==> config.mk <==
export PLATFORM = sky130hd
export DESIGN_NAME = keyed_table_lru_upsert
export DESIGN_NICKNAME = d
export VERILOG_FILES = /design/src/design/ktlu_pkg.sv /design/src/design/keyed_table_lru_upsert.sv
export SDC_FILE = /design/constraint.sdc
export NUM_CORES = 1
export LEC_CHECK = 0
export BUFFER_PORTS_ARGS = -buffer_cell sky130_fd_sc_hd__buf_4
export CORE_MARGIN = 1
export CORE_UTILIZATION = 55
export DETAILED_ROUTE_END_ITERATION = 8
export GPL_ROUTABILITY_DRIVEN = 0
export PLACE_DENSITY = 0.81
export SLEW_MARGIN = 40
export SYNTH_ARGS = -nofsm -noshare
export SYNTH_HDL_FRONTEND = slang
export SYNTH_SLANG_ARGS = --single-unit
==> constraint.sdc <==
create_clock -name clock -period 12.3 [get_ports clock]
set_input_delay 1.23 -clock clock [delete_from_list [all_inputs] [get_ports clock]]
set_output_delay 1.23 -clock clock [all_outputs]
set_load 0.02 [all_outputs]
==> src/design/ktlu_pkg.sv <==
// Shared constants, types and helpers for the keyed sensor table.
// No dependencies; used by keyed_table_lru_upsert.
`timescale 1ns / 1ps
`default_nettype none

package ktlu_pkg;

   // Table geometry
   localparam int SLOTS  = 8;
   localparam int SLOT_W = (SLOTS > 1) ? $clog2(SLOTS) : 1;
   localparam int CNT_W  = $clog2(SLOTS + 1);

   // Field widths
   localparam int PROTO_W   = 8;
   localparam int ID_W      = 32;
   localparam int CHAN_W    = 8;
   localparam int TEMP_W    = 16;
   localparam int HUM_W     = 8;
   localparam int BATT_W    = 2;
   localparam int TS_W      = 32;
   localparam int KEY_W     = PROTO_W + ID_W + CHAN_W;
   localparam int PAYLOAD_W = TEMP_W + HUM_W + BATT_W;

   // Result field widths
   localparam int OUT_SLOT_W = 3;
   localparam int OUT_CNT_W  = 4;

   typedef logic [KEY_W-1:0]     key_type;
   typedef logic [PAYLOAD_W-1:0] payload_type;
   typedef logic [TS_W-1:0]      ts_type;
   typedef logic [SLOT_W-1:0]    slot_type;
   typedef logic [CNT_W-1:0]     count_type;

   // Wrap-safe age test: a is older than b when (a - b) is negative
   function automatic logic older_than(input ts_type a, input ts_type b);
      ts_type diff;
      diff = a - b;
      return diff[TS_W-1];
   endfunction

endpackage

`default_nettype wire

==> src/design/keyed_table_lru_upsert.sv <==
// Fully associative sensor table with key update, free fill and oldest-entry replacement.
// Depends on ktlu_pkg for geometry, types and the age compare.
//
//   channel | direction | handshake          | word
//   req_    | in        | req_valid/req_stall| key, payload and current tick count
//   rsp_    | out       | rsp_valid/rsp_stall| slot, hit, eviction flag, occupancy
//
// Each word passes through capture, a scan of every entry through the shared key and
// age compare unit, and a write of the chosen entry.
// Reset (synchronous) clears all entry valid bits, the occupancy count and the output valid bit.
// req_stall is high while a word is in work; a waiting result does not block capture,
// but the write cycle holds until the output register is free.
`timescale 1ns / 1ps
`default_nettype none

module keyed_table_lru_upsert (
   input  wire logic                            clock,
   input  wire logic                            reset,
   input  wire logic                            req_valid,
   output logic                                 req_stall,
   input  wire logic [ktlu_pkg::PROTO_W-1:0]    req_protocol_code,
   input  wire logic [ktlu_pkg::ID_W-1:0]       req_sensor_id,
   input  wire logic [ktlu_pkg::CHAN_W-1:0]     req_channel_code,
   input  wire logic [ktlu_pkg::TEMP_W-1:0]     req_temperature_word,
   input  wire logic [ktlu_pkg::HUM_W-1:0]      req_humidity_value,
   input  wire logic [ktlu_pkg::BATT_W-1:0]     req_battery_status,
   input  wire logic [ktlu_pkg::TS_W-1:0]       req_now_ticks,
   output logic                                 rsp_valid,
   input  wire logic                            rsp_stall,
   output logic [ktlu_pkg::OUT_SLOT_W-1:0]      rsp_slot_index,
   output logic                                 rsp_key_hit,
   output logic                                 rsp_evicted_used,
   output logic [ktlu_pkg::OUT_CNT_W-1:0]       rsp_occupied_count
);

   typedef enum logic [1:0] {
      ST_IDLE,
      ST_SCAN,
      ST_WRITE
   } state_type;

   // Table storage
   logic [ktlu_pkg::SLOTS-1:0] valid_ff;
   ktlu_pkg::key_type          key_mem_ff     [ktlu_pkg::SLOTS];
   ktlu_pkg::payload_type      payload_mem_ff [ktlu_pkg::SLOTS];
   ktlu_pkg::ts_type           ts_mem_ff      [ktlu_pkg::SLOTS];

   // Sequencer and captured word
   state_type                state_ff, state_in;
   ktlu_pkg::key_type        req_key_ff, req_key_in;
   ktlu_pkg::payload_type    req_payload_ff, req_payload_in;
   ktlu_pkg::ts_type         req_ts_ff, req_ts_in;
   ktlu_pkg::slot_type       scan_ff, scan_in;
   logic                     hit_found_ff, hit_found_in;
   ktlu_pkg::slot_type       hit_slot_ff, hit_slot_in;
   logic                     free_found_ff, free_found_in;
   ktlu_pkg::slot_type       free_slot_ff, free_slot_in;
   ktlu_pkg::slot_type       oldest_slot_ff, oldest_slot_in;
   ktlu_pkg::ts_type         oldest_ts_ff, oldest_ts_in;
   ktlu_pkg::count_type      count_ff, count_in;

   // Result register
   logic                     rsp_valid_ff, rsp_valid_in;
   ktlu_pkg::slot_type       rsp_slot_ff, rsp_slot_in;
   logic                     rsp_hit_ff, rsp_hit_in;
   logic                     rsp_evict_ff, rsp_evict_in;
   ktlu_pkg::count_type      rsp_count_ff, rsp_count_in;

   // Shared compare unit inputs and write port
   ktlu_pkg::key_type        key_rd;
   ktlu_pkg::ts_type         ts_rd;
   logic                     valid_rd;
   logic                     key_match;
   logic                     wr_en;
   ktlu_pkg::slot_type       wr_slot;
   logic                     scan_last;

   // Read the entry under the scan pointer
   assign key_rd    = key_mem_ff[scan_ff];
   assign ts_rd     = ts_mem_ff[scan_ff];
   assign valid_rd  = valid_ff[scan_ff];
   assign key_match = valid_rd && (key_rd == req_key_ff);
   assign scan_last = (scan_ff == ktlu_pkg::SLOT_W'(ktlu_pkg::SLOTS - 1));

   // Sequence capture, scan and write
   always_comb begin
      state_in       = state_ff;
      req_key_in     = req_key_ff;
      req_payload_in = req_payload_ff;
      req_ts_in      = req_ts_ff;
      scan_in        = scan_ff;
      hit_found_in   = hit_found_ff;
      hit_slot_in    = hit_slot_ff;
      free_found_in  = free_found_ff;
      free_slot_in   = free_slot_ff;
      oldest_slot_in = oldest_slot_ff;
      oldest_ts_in   = oldest_ts_ff;
      count_in       = count_ff;
      rsp_valid_in   = rsp_valid_ff && rsp_stall;
      rsp_slot_in    = rsp_slot_ff;
      rsp_hit_in     = rsp_hit_ff;
      rsp_evict_in   = rsp_evict_ff;
      rsp_count_in   = rsp_count_ff;
      wr_en          = 1'b0;
      wr_slot        = hit_found_ff ? hit_slot_ff :
                       (free_found_ff ? free_slot_ff : oldest_slot_ff);

      unique case (state_ff)
         ST_IDLE: begin
            if (req_valid) begin
               req_key_in     = {req_protocol_code, req_sensor_id, req_channel_code};
               req_payload_in = {req_temperature_word, req_humidity_value,
                                 req_battery_status};
               req_ts_in      = req_now_ticks;
               scan_in        = '0;
               hit_found_in   = 1'b0;
               free_found_in  = 1'b0;
               state_in       = ST_SCAN;
            end
         end
         ST_SCAN: begin
            // first matching entry wins
            if (!hit_found_ff && key_match) begin
               hit_found_in = 1'b1;
               hit_slot_in  = scan_ff;
            end
            // first free entry wins
            if (!free_found_ff && !valid_rd) begin
               free_found_in = 1'b1;
               free_slot_in  = scan_ff;
            end
            // seed the oldest mark at entry 0, then move it only on a strictly older entry
            if (scan_ff == '0) begin
               oldest_slot_in = scan_ff;
               oldest_ts_in   = ts_rd;
            end else if (ktlu_pkg::older_than(ts_rd, oldest_ts_ff)) begin
               oldest_slot_in = scan_ff;
               oldest_ts_in   = ts_rd;
            end
            if (scan_last) begin
               state_in = ST_WRITE;
            end else begin
               scan_in = scan_ff + 1'b1;
            end
         end
         ST_WRITE: begin
            // hold until the output register is free
            if (!(rsp_valid_ff && rsp_stall)) begin
               wr_en        = 1'b1;
               rsp_valid_in = 1'b1;
               rsp_slot_in  = wr_slot;
               rsp_hit_in   = hit_found_ff;
               rsp_evict_in = !hit_found_ff && !free_found_ff;
               if (!hit_found_ff && free_found_ff) begin
                  count_in = count_ff + ktlu_pkg::CNT_W'(1);
               end
               rsp_count_in = count_in;
               state_in     = ST_IDLE;
            end
         end
         default: begin
            state_in = ST_IDLE;
         end
      endcase
   end

   // Hold state and registered outputs
   always_ff @(posedge clock) begin
      if (reset) begin
         state_ff     <= ST_IDLE;
         count_ff     <= '0;
         rsp_valid_ff <= 1'b0;
         hit_found_ff <= 1'b0;
         free_found_ff <= 1'b0;
      end else begin
         state_ff      <= state_in;
         count_ff      <= count_in;
         rsp_valid_ff  <= rsp_valid_in;
         hit_found_ff  <= hit_found_in;
         free_found_ff <= free_found_in;
      end
      req_key_ff     <= req_key_in;
      req_payload_ff <= req_payload_in;
      req_ts_ff      <= req_ts_in;
      scan_ff        <= scan_in;
      hit_slot_ff    <= hit_slot_in;
      free_slot_ff   <= free_slot_in;
      oldest_slot_ff <= oldest_slot_in;
      oldest_ts_ff   <= oldest_ts_in;
      rsp_slot_ff    <= rsp_slot_in;
      rsp_hit_ff     <= rsp_hit_in;
      rsp_evict_ff   <= rsp_evict_in;
      rsp_count_ff   <= rsp_count_in;
   end

   // Entry valid bits
   always_ff @(posedge clock) begin
      if (reset) begin
         valid_ff <= '0;
      end else if (wr_en) begin
         valid_ff[wr_slot] <= 1'b1;
      end
   end

   // Entry contents; an entry's contents take effect only after it has been written
   always_ff @(posedge clock) begin
      if (wr_en) begin
         key_mem_ff[wr_slot]     <= req_key_ff;
         payload_mem_ff[wr_slot] <= req_payload_ff;
         ts_mem_ff[wr_slot]      <= req_ts_ff;
      end
   end

   // Drive the ports
   assign req_stall          = (state_ff != ST_IDLE);
   assign rsp_valid          = rsp_valid_ff;
   assign rsp_slot_index     = ktlu_pkg::OUT_SLOT_W'(rsp_slot_ff);
   assign rsp_key_hit        = rsp_hit_ff;
   assign rsp_evicted_used   = rsp_evict_ff;
   assign rsp_occupied_count = ktlu_pkg::OUT_CNT_W'(rsp_count_ff);

endmodule

`default_nettype wire
---- Word-level counts from Yosys, hierarchy flattened ----
Memories as Yosys holds them, arrays and structs flattened. A register that Yosys moved wholly into a read port is not among the register bits.
Index checks and enable logic that the tools add are counted.
Widths: inputs -> output; s select.
cells by class
  add/subtract/negate cells ............... 3
  $lt $le $gt $ge ......................... 3
  equality and inequality tests ........... 10
  multiplexer cells ....................... 30
  bitwise logic cells ..................... 2
  reductions and logical operators ........ 24
operator list
  cell                 number
  $mux 32              2
  $eq 48x48->1         1
  $sub 32x32->32       1
  $mux 3               8
  $ne 2x2->1 const B   6
  $reduce_and 3->1     4
  $mux 1               10
  $reduce_and 2->1     5
  $lt 3x4->1 const B   2
  $or 8x8->8           1
  $logic_and 1x1->1    7
  $mux 2               3
  $pmux 2 s3           1
  $pmux 3 s2           1
  $reduce_bool 2->1    3
  $add 4x1->4 const B  1
  $mux 4               1
  $pmux 1 s2           2
  $add 3x1->3 const B  1
  $bmux 1 s3           1
  $demux 1 s3          1
  $eq 3x3->1 const B   1
  $ge 3x1->1 const B   1
  $logic_not 1->1      3
  other kinds (5)      5
storage, ports and cells
  register bits ........................... 150
  RAM bits ................................ 640
  input bits .............................. 110
  output and inout bits ................... 11
  word-level logic and storage cells ...... 91
  memories kept ........................... 2
memory list
  memory      words  bits a word  read ports  clocked after Yosys merged registers in  write ports  line                          text
  key_mem_ff  8      48           1           1                                        1            keyed_table_lru_upsert.sv:44  ktlu_pkg::key_type key_mem_ff [ktlu_pkg::SLOTS];
  ts_mem_ff   8      32           1           1                                        1            keyed_table_lru_upsert.sv:46  ktlu_pkg::ts_type ts_mem_ff [ktlu_pkg::SLOTS];

---- Logic depth before layout (Yosys ltp) ----
Gate-level depths: netlist (run 1).
  word-level depth ........................ 7
  gate-level depth with buffers ........... 16

---- Worst setup path before layout (run 1) ----
OpenSTA, ideal clock, no wires.
  path type ............................... input to register
  start point ............................. in rsp_stall
  end point ............................... mem key_mem_ff[2][0] (netlist bit) (enable)
  arrival time ............................ 5.785 ns
  data required time ...................... 11.780 ns
  path slack .............................. 5.994 ns
  cell stages on the path ................. 4
  path buffers ............................ 0
  path through ............................ a21oi_1 -> inv_1 -> or2_2 -> nor2_1
on the way
  cells in the longest elaborated chain, start to end .. 5
ends and longest elaborated chain
  item                          line                           text
  start: declaration            keyed_table_lru_upsert.sv:29   input wire logic rsp_stall,
  $logic_and 1x1->1             keyed_table_lru_upsert.sv:148  if (!(rsp_valid_ff && rsp_stall)) begin
  $mux 1                        keyed_table_lru_upsert.sv:148
  $mux 1                        keyed_table_lru_upsert.sv:108  unique case (state_ff)
  $mux 1                        keyed_table_lru_upsert.sv:207  if (wr_en) begin
  $mux 1 (not written as such)  keyed_table_lru_upsert.sv:208  key_mem_ff[wr_slot] <= req_key_ff;
  end: declaration              keyed_table_lru_upsert.sv:44
Every way passes these cells.

==> out/metrics.yaml, run 1 <==
stdcell_count: 2376
fp.dieH_um: 238
synth_nets: 1566
cts_sinks: 793
use_met1: 0.289
crit_chain: "buf_4 > mux4_2 > mux2_2 > ha_1 > a21o_1 > a21o_1 > a2111oi_1 > o31ai_1 > a2111o_1 > a2111oi_0 > and4b_4"
crit_path_top_delay_cell: "a2111oi_1"
final_common_cell: "edfxtp_1"
outcome: "finished, final reports clean"
via_per_inst: 6.01
p_leak_nw: 11.4
synth_top_family_by_area: "multiplexers"
antenna_found_initial: 2
syn_area_sq_mm: 0.0306
finClkSkew_ns: 0.0168
cp-start-kind: "register"
cts_resized: 0
clockBufferDepth: 3
crit_buf_inv: 1
vdd_ir_drop_max_uv: 139
cts_hold_buf: 0
max_freq_mhz: 186
synthFlopType: "edfxtp_1"
p_total_mw: 6.05
max_slew_margin: 0.429
cp_data_required_time_ns: 12.60
drive_above_1_share: 0.261
synth_adder_area_share: 0.0139
maxSlewViolCount: 0
ys_warn_count: 0
firstDrtPassIters: 6
use_met2: 0.376
end_kind: "register"
cts-root-buf: "clkbuf_16"
drc: 0
drt_iter0_drc: 1439
synth_compound_area_frac: 0.0133
slowest_delay_ns: 0.73
arrival_ns: 5.69
cts_tree: "done"
critical_path.top_delay_family: "compound AO/OA/AOI/OAI gates"
synth_mux_area_frac: 0.147
globalRoute.busiestLayer: "met2"
cap_violations: 0
worst-path-max-fanout: 37
finalSetupTns_ns: 0
synth-simple-area-share: 0.0224
coreArea_sq_mm: 0.0551
post-place-cells: 2240
fp-row-count: 86
hold_start: "valid_ff[1]"
hp-class: "reg -> reg"
grt_pass1_vias: 15027
port_buffers: 94
synth.distinct_cells: 56
layout_common_cells: "edfxtp_1, mux4_2, buf_4, mux2i_1, clkbuf_16"
hold_ws_ns: 0.478
nets: 1714
grt_max_degree: 58
grt_first_pass_wirelength_um: 91200
clk_latency_ns: 0.62
worstMarginPinSlew_ns: 0.857
cts_made_buffers: 76
critical_path_class: "reg -> reg"
grtUsageTotal: 0.220
dp_hpwl_um: 33100
finalHoldViolCount: 0
avgSynthCellArea_sq_um: 21.5
globalRouteOverflowTotal: 0
synth_xor_area_frac: 0.0157
wl_per_cell_um: 25.4
final.min_clock_period_ns: 5.39
htreeDepth: 3
syn2layout_area_growth_pct: 13.5
fillers: 3564
ys_ff_latch: 793
post-route-period-util: 0.438
clkTransAtPathRegs_ns: 0.07
wl_um: 60400
start_util: 0.556
ios: 121
synth-seq-area-share: 0.771
ant_nets: 0
synth_edf_count: 773
critPathMostFrequentCell: "a21o_1"
dr_total_vias: 14272
post_cts_buffers: 0
async_flop_share: 0
synth_cells: 1422
finalSetupViolCount: 0
rsz0062_at_grt: "no"
use_met3: 0.0366
fp.dieW_um: 238
fp.dieArea_sq_mm: 0.0566
power_density_mw_per_mm2: 174
## state kept, by name (all words and copies together) (netlist names), named ones only
name,cells
count_ff,4
free_found_ff,1
free_slot_ff,3
hit_found_ff,1
hit_slot_ff,3
key_mem_ff,384
oldest_slot_ff,3
oldest_ts_ff,32
req_key_ff,48
req_ts_ff,32
rsp_evicted_used,1
rsp_key_hit,1
rsp_occupied_count,4
rsp_slot_index,3
rsp_valid,1
scan_ff,3
state_ff,2
ts_mem_ff,256
valid_ff,8
## synth_stat cells (6+ instances only)
library cell | n | area (sq um)
a21o_1 | 11 | 82.6
a21oi_1 | 10 | 50.1
a22oi_1 | 6 | 45.0
buf_1 | 11 | 41.3
buf_2 | 7 | 35.0
buf_4 | 7 | 52.6
buf_6 | 12 | 135
clkbuf_1 | 11 | 41.3
dfxtp_1 | 20 | 400
edfxtp_1 | 773 | 23200
ha_1 | 34 | 425
inv_1 | 39 | 146
mux2_2 | 34 | 383
mux2i_1 | 80 | 801
mux4_1 | 6 | 158
mux4_2 | 140 | 3150
nand2_1 | 19 | 71.3
nand4_1 | 12 | 75.1
nor2_1 | 47 | 176
nor2b_1 | 7 | 43.8
nor3_1 | 6 | 30.0
nor4_1 | 9 | 56.3
or4_1 | 8 | 60.1
xnor2_1 | 38 | 333
xor2_1 | 17 | 149
## path summary, 6_finish.rpt
path         depth (start not counted)  slack [ns]          endpoint
max                                 11        6.91  oldest_ts_ff[12]
min                                  2        0.48       valid_ff[1]
max reg2reg                         11        6.91  oldest_ts_ff[12]
min reg2reg                          2        0.48       valid_ff[1]
## through the flow
step                utilization  setup slack, ns  area (sq um)
finish                    0.631             6.91         34700
global route              0.631             6.68         34700
floorplan                     -             5.99         30600
global placement          0.584             6.55         32200
CTS                       0.631             6.82         34700
detailed placement        0.586             6.84         32300
## cell type report
| cell class | count | area, sq um | area share |
|---|---|---|---|
| Sequential cell | 793 | 23600 | 0.680 |
| Multi-Input combinational cell | 537 | 6580 | 0.189 |
| Tap cell | 748 | 936 | 0.0269 |
| Timing Repair Buffer | 122 | 1010 | 0.0291 |
| Clock inverter | 44 | 437 | 0.0126 |
| Inverter | 40 | 153 | 0.00439 |
| Antenna cell | 2 | 5.00 | 0.000144 |
| Clock buffer | 90 | 2000 | 0.0575 |
## cells by family (layout without fill, tap and decap cells)
family                     Yosys count  in the layout
DFF                                793            793
muxes                              261            261
and+or+nand+nor                    132            132
buffers and inverters               92            296
AOI/OAI and AO/OA                   55             55
xor gates and xnor gates            55             55
adders and majority gates           34             34
other                                0              2
## layer usage
metal  vias to the layer above  share of wire
met1                      7495           0.40
met3                       122          0.056
met2                       531           0.51
met5                         -              0
met4                         0          0.029
li1                       6124              -
## worst reg2reg max path, stage by stage (launching register included)
cell	delay, ns
dfxtp_4	0.64
buf_4	0.70
mux4_2	0.61
mux2_2	0.31
ha_1	0.31
a21o_1	0.18
a21o_1	0.17
a2111oi_1	0.73
o31ai_1	0.17
a2111o_1	0.37
a2111oi_0	0.40
and4b_4	0.45
## power breakdown
| part | internal, mW | switching, mW | total [mW] | leakage, nW |
|---|---|---|---|---|
| clock network | 1.33 | 0.970 | 2.30 | 1.19 |
| logic | 0.309 | 0.337 | 0.646 | 3.00 |
| registers | 3.03 | 0.0704 | 3.10 | 7.18 |
| total | 4.67 | 1.38 | 6.05 | 11.4 |
No activity file was read; power rests on OpenSTA's default activity.
==> inputs of run 2 (changes only) <==
clock period = 5.3 ns   (was 12.3 ns; I/O delays follow)
==> out/metrics.yaml, run 2 (synthesis gave the netlist of run 1 again) <==
firstDrtPassIters: 9  # +3
cts_tree: "done"
post-route-period-util: 0.846  # +0.408
drive_above_1_share: 0.266  # +0.00509
rrSetupSlack_ns: 0.82  # -6.10 ns
regMostFlops: "key_mem_ff"
arrival_ns: 4.72  # -0.97 ns
drt_iter0_drc: 1394  # -3.1%
largestRegisters: "key_mem_ff x384, ts_mem_ff x256, req_key_ff x48"
ff2ff_path_depth: 11  # unchanged
dp_hpwl_um: 33200  # +0.27%
power_density_mw_per_mm2: 401  # +130%
worstMarginPinSlew_ns: 0.763  # -0.0940 ns
grtUsageTotal: 0.221  # +0.000994
finalSetupTns_ns: 0  # unchanged
holdPathStages: 1  # -1
rsz0062_at_grt: "no"
cts_hold_buf: 0  # unchanged
largest_reg_flops: 384  # unchanged
globalRouteOverflowTotal: 0  # unchanged
final.min_clock_period_ns: 4.48  # -0.904 ns
reg2reg_to: "oldest_ts_ff[11]"
p_total_mw: 14.0  # +130%
dp_worst_setup_slack_ns: 0.814  # -6.02 ns
fin_area_sq_mm: 0.0348  # +0.17%
fin_util: 0.632  # +0.00107
hold_ws_ns: 0.0785  # -0.400 ns
cts-root-buf: "clkbuf_16"
max_freq_mhz: 223  # +20%
crit_chain: "buf_4 > mux4_2 > mux2_2 > ha_1 > nand4_1 > nor4_1 > nand3_1 > o31ai_1 > a2111o_1 > a2111oi_0 > and4b_4"
fp-row-count: 86  # unchanged
via_per_inst: 5.97  # -0.63%
cp-start-kind: "register"
coreArea_sq_mm: 0.0551  # unchanged
post_cts_buffers: 0  # unchanged
ios: 121  # unchanged
ant_nets: 0  # unchanged
finalWorstSetupSlack_ns: 0.818  # -6.10 ns
worst-path-max-fanout: 35  # -5.4%
fp.dieW_um: 238  # unchanged
antenna_found_initial: 0  # -2
finalHoldViolCount: 0  # unchanged
clkTransAtPathRegs_ns: 0.06  # about the same
syn2layout_area_growth_pct: 13.6
cp_data_required_time_ns: 5.54  # -7.06 ns
stdcell_count: 2388  # +0.51%
cts_made_buffers: 77  # +1.3%
hp-class: "in -> reg"
port_buffers: 94  # unchanged
wl_per_cell_um: 25.5  # +0.43%
cts_resized: 0  # unchanged
crit_path_top_delay_cell: "and4b_4"
clockBufferDepth: 3  # unchanged
finClkSkew_ns: 0.0298  # +0.0130 ns
crit_buf_inv: 1  # unchanged
fp.dieH_um: 238  # unchanged
nets: 1727  # +0.76%
grt_pass1_vias: 15108  # +0.54%
vdd_ir_drop_max_uv: 323  # +130%
slowest_delay_ns: 0.73  # about the same
critical_path_class: "reg -> reg"
end_kind: "register"
fp.dieArea_sq_mm: 0.0566  # unchanged
place_area_sq_mm: 0.0324  # +0.24%
dr_total_vias: 14253  # -0.13%
grt_first_pass_wirelength_um: 91300  # about the same
cap_violations: 0  # unchanged
wl_um: 61000  # +0.94%
final_common_cell: "edfxtp_1"
cts_sinks: 793  # unchanged
maxSlewViolCount: 0  # unchanged
whs_endpoint: "req_key_ff[31]"
start_util: 0.556  # unchanged
antenna_cells: 0  # -2
drc: 1  # +1
htreeDepth: 3  # unchanged
violations: "DRC"
post-place-cells: 2251  # +0.49%
outcome: "finished with violations"
grt_max_degree: 114  # +97%
hold_start: "req_sensor_id[23]"
max_slew_margin: 0.490  # +0.0614
p_leak_nw: 11.4  # +0.33%
critical_path.top_delay_family: "simple AND/OR/NAND/NOR gates"
clk_latency_ns: 0.63  # about the same
finalSetupViolCount: 0  # unchanged
layout_common_cells: "edfxtp_1, mux4_2, buf_4, mux2i_1, clkbuf_16"
==> run 2: changes by cell type in the layout (fill, tap and decap cells not counted), moves of 2 or more <==
cell and change:
buf_12 +5, buf_6 -4, diode_2 -2, clkinvlp_4 +3, bufinv_16 -3, buf_4 +14
clkbuf_1 +3, clkinv_1 -3, clkbuf_8 +2, buf_8 -3
==> run 2: worst max path at each step <==
stage | from | cells after the start | to | slack (ns)
3_5_place_dp | register | 11 | oldest_ts_ff[10] | 0.81
4_1_cts | register | 10 | oldest_ts_ff[11] | 0.78
6_report | register | 11 | oldest_ts_ff[11] | 0.82
2_1_floorplan | rsp_stall | 4 | key_mem_ff[2][0] | -0.31
3_3_place_gp | register | 10 | oldest_ts_ff[12] | 0.67
5_1_grt | register | 11 | oldest_ts_ff[12] | 0.57
==> run 2: where the power goes <==
group | total (mW) | switching (mW) | internal, mW
clock network | 5.22 | 2.24 | 2.98
logic | 1.56 | 0.813 | 0.748
registers | 7.19 | 0.147 | 7.04
==> run 2: per-layer routing <==
layer | part of all wire | GRT usage | vias to the layer above
li1 | - | - | 6140
met2 | 0.51 | 0.379 | 564
met3 | 0.061 | 0.0342 | 127
met5 | 0 | 0 | -
met1 | 0.39 | 0.283 | 7422
met4 | 0.039 | 0.0942 | 0
==> run 2: area by class of cell <==
| type | count | area [sq um] |
|---|---|---|
| fill | 3649 | 20300 |
| multi-input combinational | 537 | 6570 |
| tap | 748 | 936 |
| sequential | 793 | 23600 |
| inverter | 40 | 155 |
| clock inverter | 41 | 354 |
| timing repair buffer | 134 | 1130 |
| clock buffer | 95 | 2040 |
